$ cat src/hw/rtl/chacha_pkg.sv
// Shared types and constants for the ChaCha byte-stream cipher.
// Used by the interfaces' users, the controller, the datapath and the top level.
`default_nettype none

package chacha_pkg;

    typedef logic [31:0] t_word;

    // Input item kinds; the fourth code behaves as a skip
    typedef enum logic [1:0] {
        KIND_XOR       = 2'd0,
        KIND_KEYSTREAM = 2'd1,
        KIND_SKIP      = 2'd2
    } t_kind;

    // Configuration register indexes
    localparam logic [2:0] CFG_KEY_W0      = 3'd0;
    localparam logic [2:0] CFG_KEY_W1      = 3'd1;
    localparam logic [2:0] CFG_KEY_W2      = 3'd2;
    localparam logic [2:0] CFG_KEY_W3      = 3'd3;
    localparam logic [2:0] CFG_NONCE_LO    = 3'd4;
    localparam logic [2:0] CFG_NONCE_HI    = 3'd5;
    localparam logic [2:0] CFG_ROUND_COUNT = 3'd6;
    localparam logic [2:0] CFG_MODE        = 3'd7;

    localparam int unsigned CfgIndexW = 3;
    localparam int unsigned CfgDataW  = 64;

    // Legal round counts and reset values
    localparam logic [4:0] ROUNDS_8     = 5'd8;
    localparam logic [4:0] ROUNDS_12    = 5'd12;
    localparam logic [4:0] ROUNDS_20    = 5'd20;
    localparam logic [1:0] MODE_RESET   = 2'd1;

    // "expand 32-byte k" / "expand 16-byte k"
    localparam t_word SIGMA_0     = 32'h6170_7865;
    localparam t_word SIGMA_1_128 = 32'h3120_646E;
    localparam t_word SIGMA_2_128 = 32'h7962_2D36;
    localparam t_word SIGMA_1_256 = 32'h3320_646E;
    localparam t_word SIGMA_2_256 = 32'h7962_2D32;
    localparam t_word SIGMA_3     = 32'h6B20_6574;

    // Controller to datapath commands
    typedef struct packed {
        logic       take;    // latch the incoming item
        logic       direct;  // keystream already present: form the result now
        logic       load;    // load the initial block state
        logic       round;   // one half quarter-round on all four lanes
        logic [1:0] phase;   // bit1: diagonal, bit0: second half
        logic       feed;    // feed-forward, bump the block counter
        logic       emit;    // form the result from the fresh block
    } t_dp_cmd;

    // Datapath to controller status
    typedef struct packed {
        logic       need_block;  // byte position at start or end of a block
        logic       in_emits;    // incoming kind produces a result
        logic       held_emits;  // latched kind produces a result
        logic [4:0] round_count;
    } t_dp_status;

endpackage

`default_nettype wire

$ cat src/hw/rtl/chacha_in_if.sv
// Input channel of the ChaCha cipher: valid/ready with kind and data byte.
// Stand-alone; no package dependency.
`default_nettype none

interface chacha_in_if;
    logic       valid;
    logic       ready;
    logic [1:0] kind;
    logic [7:0] data_in;

    modport source (output valid, output kind, output data_in, input ready);
    modport sink   (input valid, input kind, input data_in, output ready);
endinterface

`default_nettype wire

$ cat src/hw/rtl/chacha_out_if.sv
// Output channel of the ChaCha cipher: valid/ready with one result byte.
// Stand-alone; no package dependency.
`default_nettype none

interface chacha_out_if;
    logic       valid;
    logic       ready;
    logic [7:0] data_out;

    modport source (output valid, output data_out, input ready);
    modport sink   (input valid, input data_out, output ready);
endinterface

`default_nettype wire

$ cat src/hw/rtl/chacha_ctrl.sv
// Controller for the ChaCha cipher: sequences block generation and owns
// the handshakes. Depends on chacha_pkg.
`default_nettype none

module chacha_ctrl (
    input  logic                   i_clk,
    input  logic                   i_rst_n,
    input  logic                   i_in_valid,
    output logic                   o_in_ready,
    input  logic                   i_out_ready,
    output logic                   o_out_valid,
    input  chacha_pkg::t_dp_status i_status,
    output chacha_pkg::t_dp_cmd    o_cmd
);

    typedef enum logic [2:0] {
        S_IDLE,
        S_LOAD,
        S_ROUND,
        S_FEED,
        S_EMIT
    } t_state;

    t_state     r_state;
    logic [5:0] r_step;
    logic       r_out_valid;
    logic [5:0] last_step;
    logic       in_fire;

    // Two half steps per round
    assign last_step = {i_status.round_count, 1'b0} - 6'd1;
    assign o_in_ready = (r_state == S_IDLE) && (!r_out_valid || i_out_ready);
    assign in_fire    = i_in_valid && o_in_ready;
    assign o_out_valid = r_out_valid;

    // Decode datapath commands
    always_comb begin
        o_cmd        = '0;
        o_cmd.take   = in_fire;
        o_cmd.direct = in_fire && !i_status.need_block;
        o_cmd.load   = (r_state == S_LOAD);
        o_cmd.round  = (r_state == S_ROUND);
        o_cmd.phase  = r_step[1:0];
        o_cmd.feed   = (r_state == S_FEED);
        o_cmd.emit   = (r_state == S_EMIT);
    end

    // State, step counter and output valid
    always_ff @(posedge i_clk) begin
        if (!i_rst_n) begin
            r_state     <= S_IDLE;
            r_step      <= '0;
            r_out_valid <= 1'b0;
        end else begin
            // Load a fresh result, or drop the one just transferred
            if (o_cmd.direct) begin
                r_out_valid <= i_status.in_emits;
            end else if (o_cmd.emit) begin
                r_out_valid <= i_status.held_emits;
            end else if (r_out_valid && i_out_ready) begin
                r_out_valid <= 1'b0;
            end
            unique case (r_state)
                S_IDLE: begin
                    if (in_fire && i_status.need_block) begin
                        r_state <= S_LOAD;
                    end
                end
                S_LOAD: begin
                    r_step  <= '0;
                    r_state <= S_ROUND;
                end
                S_ROUND: begin
                    if (r_step == last_step) begin
                        r_state <= S_FEED;
                    end else begin
                        r_step <= r_step + 6'd1;
                    end
                end
                S_FEED: begin
                    r_state <= S_EMIT;
                end
                S_EMIT: begin
                    r_state <= S_IDLE;
                end
                default: begin
                    r_state <= S_IDLE;
                end
            endcase
        end
    end

endmodule

`default_nettype wire

$ cat src/hw/rtl/chacha_dp.sv
// Datapath for the ChaCha cipher: configuration registers, block counter,
// byte position, the 16-word block state with four quarter-round lanes.
// Depends on chacha_pkg.
`default_nettype none

module chacha_dp (
    input  logic                                i_clk,
    input  logic                                i_rst_n,
    input  logic                                i_cfg_we,
    input  logic [chacha_pkg::CfgIndexW-1:0]    i_cfg_index,
    input  logic [chacha_pkg::CfgDataW-1:0]     i_cfg_data,
    input  chacha_pkg::t_dp_cmd                 i_cmd,
    output chacha_pkg::t_dp_status              o_status,
    input  logic [1:0]                          i_kind,
    input  logic [7:0]                          i_data_in,
    output logic [7:0]                          o_data_out
);

    typedef struct packed {
        chacha_pkg::t_word a;
        chacha_pkg::t_word b;
        chacha_pkg::t_word c;
        chacha_pkg::t_word d;
    } t_quad;

    // Half of a quarter round: two add/xor/rotate lines
    function automatic t_quad qr_half(t_quad q, logic second);
        t_quad             r;
        chacha_pkg::t_word t;
        r   = q;
        r.a = q.a + q.b;
        t   = q.d ^ r.a;
        r.d = second ? {t[23:0], t[31:24]} : {t[15:0], t[31:16]};
        r.c = q.c + r.d;
        t   = q.b ^ r.c;
        r.b = second ? {t[24:0], t[31:25]} : {t[19:0], t[31:20]};
        return r;
    endfunction

    function automatic logic kind_emits(logic [1:0] kind);
        return (kind == chacha_pkg::KIND_XOR) || (kind == chacha_pkg::KIND_KEYSTREAM);
    endfunction

    // Configuration and control state
    logic [63:0] r_key_w0, r_key_w1, r_key_w2, r_key_w3, r_nonce_lo;
    logic [31:0] r_nonce_hi;
    logic [4:0]  r_round_count;
    logic [1:0]  r_mode;
    logic [63:0] r_counter;
    logic [6:0]  r_pos;

    // Payload
    chacha_pkg::t_word r_x [16];
    chacha_pkg::t_word n_x [16];
    chacha_pkg::t_word init_w [16];
    chacha_pkg::t_word n_round [16];
    chacha_pkg::t_word r_w13;
    logic [1:0]        r_kind;
    logic [7:0]        r_data;
    logic [7:0]        r_out_data;

    logic [4:0]        cfg_rounds;
    logic              wide_key;
    logic              long_nonce;
    chacha_pkg::t_word ks_word;
    logic [7:0]        ks_byte;
    logic [1:0]        sel_kind;
    logic [7:0]        sel_data;

    assign wide_key   = r_mode[0];
    assign long_nonce = r_mode[1];
    assign cfg_rounds = i_cfg_data[4:0];

    // Build the initial block state
    always_comb begin
        init_w[0] = chacha_pkg::SIGMA_0;
        init_w[1] = wide_key ? chacha_pkg::SIGMA_1_256 : chacha_pkg::SIGMA_1_128;
        init_w[2] = wide_key ? chacha_pkg::SIGMA_2_256 : chacha_pkg::SIGMA_2_128;
        init_w[3] = chacha_pkg::SIGMA_3;
        init_w[4] = r_key_w0[31:0];
        init_w[5] = r_key_w0[63:32];
        init_w[6] = r_key_w1[31:0];
        init_w[7] = r_key_w1[63:32];
        init_w[8]  = wide_key ? r_key_w2[31:0]  : r_key_w0[31:0];
        init_w[9]  = wide_key ? r_key_w2[63:32] : r_key_w0[63:32];
        init_w[10] = wide_key ? r_key_w3[31:0]  : r_key_w1[31:0];
        init_w[11] = wide_key ? r_key_w3[63:32] : r_key_w1[63:32];
        init_w[12] = r_counter[31:0];
        if (long_nonce) begin
            // counter carry spills into the first nonce word
            init_w[13] = r_nonce_lo[31:0] + r_counter[63:32];
            init_w[14] = r_nonce_lo[63:32];
            init_w[15] = r_nonce_hi;
        end else begin
            init_w[13] = r_counter[63:32];
            init_w[14] = r_nonce_lo[31:0];
            init_w[15] = r_nonce_lo[63:32];
        end
    end

    // Four lanes of half quarter-rounds, column or diagonal
    always_comb begin
        t_quad      q;
        logic [3:0] ib, ic, id;
        logic [1:0] sh;
        n_round = r_x;
        for (int l = 0; l < 4; l++) begin
            sh = i_cmd.phase[1] ? 2'd1 : 2'd0;
            ib = {2'b01, 2'(l) + sh};
            ic = {2'b10, 2'(l) + {sh[0], 1'b0}};
            id = {2'b11, 2'(l) + sh + {sh[0], 1'b0}};
            q.a = r_x[l];
            q.b = r_x[ib];
            q.c = r_x[ic];
            q.d = r_x[id];
            q = qr_half(q, i_cmd.phase[0]);
            n_round[l]  = q.a;
            n_round[ib] = q.b;
            n_round[ic] = q.c;
            n_round[id] = q.d;
        end
    end

    // Next block state: load, round or feed-forward
    always_comb begin
        n_x = r_x;
        priority if (i_cmd.load) begin
            n_x = init_w;
        end else if (i_cmd.round) begin
            n_x = n_round;
        end else if (i_cmd.feed) begin
            for (int i = 0; i < 16; i++) begin
                n_x[i] = r_x[i] + ((i == 13) ? r_w13 : init_w[i]);
            end
        end
    end

    // Select the keystream byte and form the result
    assign ks_word  = r_x[r_pos[5:2]];
    assign ks_byte  = ks_word[{r_pos[1:0], 3'b000} +: 8];
    assign sel_kind = i_cmd.take ? i_kind : r_kind;
    assign sel_data = i_cmd.take ? i_data_in : r_data;

    // Hold payload registers
    always_ff @(posedge i_clk) begin
        r_x <= n_x;
        if (i_cmd.load) begin
            r_w13 <= init_w[13];
        end
        if (i_cmd.take) begin
            r_kind <= i_kind;
            r_data <= i_data_in;
        end
        if (i_cmd.direct || i_cmd.emit) begin
            r_out_data <= (sel_kind == chacha_pkg::KIND_XOR) ? (sel_data ^ ks_byte) : ks_byte;
        end
    end

    // Configuration writes, block counter and byte position
    always_ff @(posedge i_clk) begin
        if (!i_rst_n) begin
            r_key_w0      <= '0;
            r_key_w1      <= '0;
            r_key_w2      <= '0;
            r_key_w3      <= '0;
            r_nonce_lo    <= '0;
            r_nonce_hi    <= '0;
            r_round_count <= chacha_pkg::ROUNDS_20;
            r_mode        <= chacha_pkg::MODE_RESET;
            r_counter     <= '0;
            r_pos         <= '0;
        end else begin
            if (i_cmd.direct || i_cmd.emit) begin
                r_pos <= r_pos + 7'd1;
            end
            if (i_cmd.feed) begin
                r_counter <= r_counter + 64'd1;
                r_pos     <= '0;
            end
            if (i_cfg_we) begin
                unique case (i_cfg_index)
                    chacha_pkg::CFG_KEY_W0: r_key_w0 <= i_cfg_data;
                    chacha_pkg::CFG_KEY_W1: r_key_w1 <= i_cfg_data;
                    chacha_pkg::CFG_KEY_W2: r_key_w2 <= i_cfg_data;
                    chacha_pkg::CFG_KEY_W3: r_key_w3 <= i_cfg_data;
                    chacha_pkg::CFG_NONCE_LO: begin
                        r_nonce_lo <= i_cfg_data;
                        r_counter  <= '0;
                    end
                    chacha_pkg::CFG_NONCE_HI: r_nonce_hi <= i_cfg_data[31:0];
                    chacha_pkg::CFG_ROUND_COUNT: begin
                        // drop round counts other than 8, 12 and 20
                        if (cfg_rounds == chacha_pkg::ROUNDS_8 ||
                            cfg_rounds == chacha_pkg::ROUNDS_12 ||
                            cfg_rounds == chacha_pkg::ROUNDS_20) begin
                            r_round_count <= cfg_rounds;
                        end
                    end
                    chacha_pkg::CFG_MODE: r_mode <= i_cfg_data[1:0];
                    default: ;
                endcase
            end
        end
    end

    // Status back to the controller
    always_comb begin
        o_status.need_block  = (r_pos == 7'd0) || r_pos[6];
        o_status.in_emits    = kind_emits(i_kind);
        o_status.held_emits  = kind_emits(r_kind);
        o_status.round_count = r_round_count;
    end

    assign o_data_out = r_out_data;

endmodule

`default_nettype wire

$ cat src/hw/rtl/chacha_stream_cipher.sv
// ChaCha byte-stream cipher, top level. Depends on chacha_pkg, chacha_in_if,
// chacha_out_if, chacha_ctrl and chacha_dp.
// Usage:
//   i_data carries one byte per transfer with a kind: XOR the byte with
//   keystream, return raw keystream, or skip (consume keystream, no result).
//   o_data carries one result byte per XOR or keystream transfer.
//   Configuration (key, nonce, round count, mode) is written through
//   i_cfg_we/i_cfg_index/i_cfg_data while the block is idle; it is sampled
//   when a keystream block is generated. Writing nonce_lo clears the block
//   counter but keeps the byte position.
// Timing:
//   A byte within a current 64-byte block gives its result in the cycle after
//   the transfer, and a new byte is taken every cycle while o_data drains.
//   The first byte of each 64-byte block first generates the block: a load
//   step, the half-round steps of every round on the four-lane datapath, a
//   feed-forward step and an output step, and then gives its result.
// Reset clears the block counter and byte position and restores the register
//   defaults (20 rounds, 256-bit key, 8-byte nonce).
// When o_data stalls the result is held in the output register and i_data
//   takes the next byte only once that register is free.
`default_nettype none

module chacha_stream_cipher (
    input  logic                             i_clk,
    input  logic                             i_rst_n,
    input  logic                             i_cfg_we,
    input  logic [chacha_pkg::CfgIndexW-1:0] i_cfg_index,
    input  logic [chacha_pkg::CfgDataW-1:0]  i_cfg_data,
    chacha_in_if.sink                        i_data,
    chacha_out_if.source                     o_data
);

    chacha_pkg::t_dp_cmd    cmd;
    chacha_pkg::t_dp_status status;
    logic                   in_ready;
    logic                   out_valid;
    logic [7:0]             out_data;

    chacha_ctrl u_ctrl (
        .i_clk       (i_clk),
        .i_rst_n     (i_rst_n),
        .i_in_valid  (i_data.valid),
        .o_in_ready  (in_ready),
        .i_out_ready (o_data.ready),
        .o_out_valid (out_valid),
        .i_status    (status),
        .o_cmd       (cmd)
    );

    chacha_dp u_dp (
        .i_clk       (i_clk),
        .i_rst_n     (i_rst_n),
        .i_cfg_we    (i_cfg_we),
        .i_cfg_index (i_cfg_index),
        .i_cfg_data  (i_cfg_data),
        .i_cmd       (cmd),
        .o_status    (status),
        .i_kind      (i_data.kind),
        .i_data_in   (i_data.data_in),
        .o_data_out  (out_data)
    );

    // Drive channel handshakes and payload
    assign i_data.ready    = in_ready;
    assign o_data.valid    = out_valid;
    assign o_data.data_out = out_data;

endmodule

`default_nettype wire
$ cat src/flat_wrapper.sv
// flat-port wrapper written by rule: the top's interface ports become plain ports
module chacha_stream_cipher_flat 
  (i_clk, i_rst_n, i_cfg_we, i_cfg_index, i_cfg_data, i_data_valid, i_data_kind, i_data_data_in, i_data_ready, o_data_valid, o_data_data_out, o_data_ready);
  chacha_in_if i_data_i ();
  chacha_out_if o_data_i ();
  input  logic i_clk;
  input  logic i_rst_n;
  input  logic i_cfg_we;
  input  logic [chacha_pkg::CfgIndexW-1:0] i_cfg_index;
  input  logic [chacha_pkg::CfgDataW-1:0] i_cfg_data;
  input wire logic [$bits(i_data_i.valid)-1:0] i_data_valid;
  input wire logic [$bits(i_data_i.kind)-1:0] i_data_kind;
  input wire logic [$bits(i_data_i.data_in)-1:0] i_data_data_in;
  output wire logic [$bits(i_data_i.ready)-1:0] i_data_ready;
  output wire logic [$bits(o_data_i.valid)-1:0] o_data_valid;
  output wire logic [$bits(o_data_i.data_out)-1:0] o_data_data_out;
  input wire logic [$bits(o_data_i.ready)-1:0] o_data_ready;
  assign i_data_i.valid = i_data_valid;
  assign i_data_i.kind = i_data_kind;
  assign i_data_i.data_in = i_data_data_in;
  assign i_data_ready = i_data_i.ready;
  assign o_data_valid = o_data_i.valid;
  assign o_data_data_out = o_data_i.data_out;
  assign o_data_i.ready = o_data_ready;
  chacha_stream_cipher u_core (.i_clk(i_clk), .i_rst_n(i_rst_n), .i_cfg_we(i_cfg_we), .i_cfg_index(i_cfg_index), .i_cfg_data(i_cfg_data), .i_data(i_data_i), .o_data(o_data_i));
endmodule
$ cat config.mk
export PLATFORM = sky130hd
export DESIGN_NAME = chacha_stream_cipher_flat
export DESIGN_NICKNAME = d
export VERILOG_FILES = /design/src/hw/rtl/chacha_pkg.sv /design/src/hw/rtl/chacha_in_if.sv /design/src/hw/rtl/chacha_out_if.sv /design/src/hw/rtl/chacha_ctrl.sv /design/src/hw/rtl/chacha_dp.sv /design/src/hw/rtl/chacha_stream_cipher.sv /design/src/flat_wrapper.sv
export SDC_FILE = /design/constraint.sdc
export NUM_CORES = 2
export LEC_CHECK = 0
export BUFFER_PORTS_ARGS = -buffer_cell sky130_fd_sc_hd__buf_2
export CORE_ASPECT_RATIO = 2
export CORE_MARGIN = 4
export CORE_UTILIZATION = 45
export CTS_CLUSTER_SIZE = 40
export DETAILED_ROUTE_END_ITERATION = 6
export PLACE_DENSITY_LB_ADDON = 0.25
export SYNTH_ARGS = -nofsm -noshare
export SYNTH_HDL_FRONTEND = slang
export SYNTH_SLANG_ARGS = --single-unit
$ cat constraint.sdc
create_clock -name i_clk -period 43.9 [get_ports i_clk]
set_input_delay 2.195 -clock i_clk [delete_from_list [all_inputs] [get_ports i_clk]]
set_output_delay 2.195 -clock i_clk [all_outputs]
set_load 0.02 [all_outputs]
==> reports/qor.txt, run 1 <==
Post-synth EDFFs = 488
PortBufs = 91
CTS H-tree depth = 3
Status = aborted with a tool error
Tool error = [ERROR GRT-0116] Global routing finished with congestion. Check the congestion regions in the DRC Viewer.
Mapped cell area = 0.09529 mm^2
Num CTS Buffers = 106
DIE HEIGHT = 658.8 um
Synth cell types = 119
Final HPWL DP = 539100 um
Ports = 92
Maximum buffer depth of the clock tree = 3
Post-synth top area share = 15.38%
Largest net degree at the start of global routing = 93
Routability cong. = 1.218
Async S/R FF share, synth = 0%
Sequential fraction of the synthesis area = 26.18%
Syn_nets = 11851
Post-Syn Instances = 11086
CTS Hold Bufs = 0
Resize count post-CTS = 0
Mean Syn Cell Area = 8.596 um^2
CTS sink count = 1002
Syn. warnings = 0
Vias in the first global route = 107793
Seq cells post-synth = 1002
Root buf cell = clkbuf_16
Die width = 333.4 um
First-pass GRT wire length = 987300 um
Stop stage = global routing
Post-CTS setup buffer count = 0
Synth area leaders = edfxtp_1, dfxtp_1, ha_1, nand2_1, xnor2_1
Initial Util = 45.26%
Rows = 238
Gr usage total = 65.09%
Synth Flop Type = dfxtp_1
Most numerous cell in the Yosys netlist = nand2_1
Congestion Overflow GR = 19
Top post-synthesis cells by count = nand2_1, a21oi_1, nor2_1
Area leader, netlist = edfxtp_1
-- per-layer routing --
metal  global-route usage (%)  GRT overflow
met2                    89.57             6
met5                    3.773             0
met1                    63.90             0
met3                    36.38             1
met4                    74.62            12
-- kinds of logic after synthesis --
logic type | after synthesis | share of synthesized area [%]
xor+xnor | 982 | 9.158
flops | 1002 | 26.18
fa+ha+maj | 683 | 9.141
compound gates | 3489 | 24.30
simple gates | 3054 | 14.25
mux | 1000 | 13.37
buf+inv | 876 | 3.608
-- stage by stage --
step	setup WS [ps]	cell area, um^2	hold slack [ps]	instances	utilization, %
3_5_place_dp	30910	99610	454.5	13648	47.31
4_1_cts	30800	103200	464.4	13850	49.00
2_1_floorplan	29680	95290	434.2	11086	-
3_3_place_gp	30310	99590	445.9	13646	47.30
==> inputs of run 2 (changes only) <==
--- a/config.mk
+++ b/config.mk
@@ -6,12 +6,10 @@
 export NUM_CORES = 2
 export LEC_CHECK = 0
 export BUFFER_PORTS_ARGS = -buffer_cell sky130_fd_sc_hd__buf_2
-export CORE_ASPECT_RATIO = 2
 export CORE_MARGIN = 4
-export CORE_UTILIZATION = 45
-export CTS_CLUSTER_SIZE = 40
+export CORE_UTILIZATION = 30
 export DETAILED_ROUTE_END_ITERATION = 6
-export PLACE_DENSITY_LB_ADDON = 0.25
+export PLACE_DENSITY_LB_ADDON = 0.15
 export SYNTH_ARGS = -nofsm -noshare
 export SYNTH_HDL_FRONTEND = slang
 export SYNTH_SLANG_ARGS = --single-unit
==> run 2 against run 1 <==
  * Area after synthesis unchanged
  * Synthesized cell count stayed put
  * The flow now finishes, with violations (design-rule violations, max-capacitance violations, max-slew violations)
==> reports/qor.txt, run 2 <==
Status = complete, but fails checks
Maximum buffer depth of the clock tree = 4
Share of cells above drive strength 1 = 12.72%
Async S/R FF share, synth = 0%
Worst EP required = 44460 ps
Hold depth = 2
Mean Syn Cell Area = 8.596 um^2
Seq cells post-synth = 1002
Sequential fraction of the synthesis area = 26.18%
CP max stage cell = mux2i_1
Die area = 0.3267 mm^2
Top register by number of flip-flops = u_core.u_dp.r_x
Synth cell types = 119
CTS Hold Bufs = 0
Core area = 0.3155 mm^2
Die width = 571.6 um
Synth Flop Type = dfxtp_1
Setup WS post-layout = 31320 ps
Drc violations = 3
Area leader, netlist = edfxtp_1
Startpoint class of the critical path = flop
CTS H-tree depth = 4
Nets = 11829
Clock Pin Slew Worst Setup and Hold Paths = 60 ps
Num CTS Buffers = 148
Largest register FFs = 512
Post-CTS setup buffer count = 0
Max Cap Viol = 5
First-pass GRT wire length = 903200 um
Violated checks = design-rule violations, max-capacitance violations, max-slew violations
Mapped cell area = 0.09529 mm^2
Routability cong. = 1.100
Drt wl/cell = 45.83 um
Post-synth top area share = 15.38%
Critical Path AT = 13150 ps
Worst hold path type = flop to flop
Final period util = 28.67%
Total Wirelength = 706200 um
Initial antenna violation count = 187
Top post-synthesis cells by count = nand2_1, a21oi_1, nor2_1
Final Max Tran Viols = 14
Initial Util = 30.20%
CTS sink count = 1002
Most used cell, CP = a21o_1
Routed Antenna Nets = 0
PortBufs = 91
Root buf cell = clkbuf_16
Area after DPL = 0.1015 mm^2
Congestion Overflow GR = 0
Resize count post-CTS = 0
Placed Cells = 15071
Rows = 206
# setup viols final = 0
CP Max Fanout = 40
Slew @ Worst Pin = 1653 ps
Most numerous cell in the Yosys netlist = nand2_1
Commonest non-fill, non-tap cell in the layout = nand2_1
Crit path kind = flop to flop
DIE HEIGHT = 571.6 um
Worst-skew pair later-pin latency = 880 ps
Post-Syn Instances = 11086
Reg2Reg Depth = 29
DR vias = 99674
Most frequent cells in the layout = nand2_1, a21oi_1, nor2_1
Final min period = 12580 ps
Gr usage total = 41.57%
CP Capture Type = flop
CTS tree = yes
Dpl ws = 32190 ps
Syn_nets = 11851
Worst slew margin = -11.79%
Non-filler cells, final = 15408
Synth area leaders = edfxtp_1, dfxtp_1, ha_1, nand2_1, xnor2_1
Ports = 92
Unrepaired setup endpoints after global routing = false
Vias/cell = 6.469
DRT iter0 DRCs = 14841
Post-synth EDFFs = 488
Final HPWL DP = 575600 um
Syn. warnings = 0
Final Hold Violating Endpoints = 0
Synthesis-to-finish area growth = 11.92%
CP max stage delay = 1150 ps
Worst Clk Skew = 51.81 ps
Largest net degree at the start of global routing = 116
Pre-Repair DR Iteration Count = 7
Setup TNS Final = 0 ps
FMAX = 0.07946 GHz
Design area = 0.1066 mm^2
Vias in the first global route = 90701
run 2: layer usage:
layer  part of all wire, %  track usage [%]  up-vias
met1                    40            53.70    50260
met3                    10            10.61     1582
met4                   8.4            28.57       58
met2                    41            60.48     6675
li1                      -                -    41099
met5                 0.062                0        -
run 2: stage by stage:
step	hold WS, ps	utilization (%)
floorplan	434.2	-
global route	486.1	33.76
global placement	447.0	32.16
CTS	462.5	33.74
finish	460.0	33.80
detailed placement	454.2	32.16
run 2: final cells by class:
class	instances	area (um^2)
repair buffers	414	3010
clock inverters	48	501.7
well taps	4160	5205
fillers	33031	208800
clock buffers	221	4456
multi-input cells	9208	67220
diodes	65	162.7
inverters	290	1116
flip-flops and latches	1002	24980
run 2: worst max-delay path: cells and delay by family (launching register included):
| kind | cells | cell delay [ps] |
|---|---|---|
| AOI/OAI and AO/OA | 13 | 4100 |
| xor gates and xnor gates | 3 | 2020 |
| adders and majority gates | 2 | 800 |
| buffers and inverters | 4 | 1580 |
| DFF | 1 | 680 |
| muxes | 3 | 2230 |
| and+or+nand+nor | 4 | 780 |
run 2: cell families after synthesis:
logic type / after synthesis / synth area share [%]
adder cells (fa/ha/maj): 683 / 9.141
AO/OA/AOI/OAI: 3489 / 24.30
multiplexers: 1000 / 13.37
AND/OR/NAND/NOR: 3054 / 14.25
flip-flops: 1002 / 26.18
buffers and inverters: 876 / 3.608
XOR/XNOR: 982 / 9.158
run 2: final timing paths:
path | start | slack, ps | to
max | u_core.u_ctrl.r_step[1] | 31320 | u_core.u_dp.r_x[318]
min | u_core.u_dp.r_key_w2[31] | 460 | u_core.u_dp.r_key_w2[31]
max reg2reg | u_core.u_ctrl.r_step[1] | 31320 | u_core.u_dp.r_x[318]
min reg2reg | u_core.u_dp.r_key_w2[31] | 460 | u_core.u_dp.r_key_w2[31]
Power of run 2 is left out: the tool's default activity adds up to more than one toggle a clock period on the data nets, which glitch-free logic cannot reach.
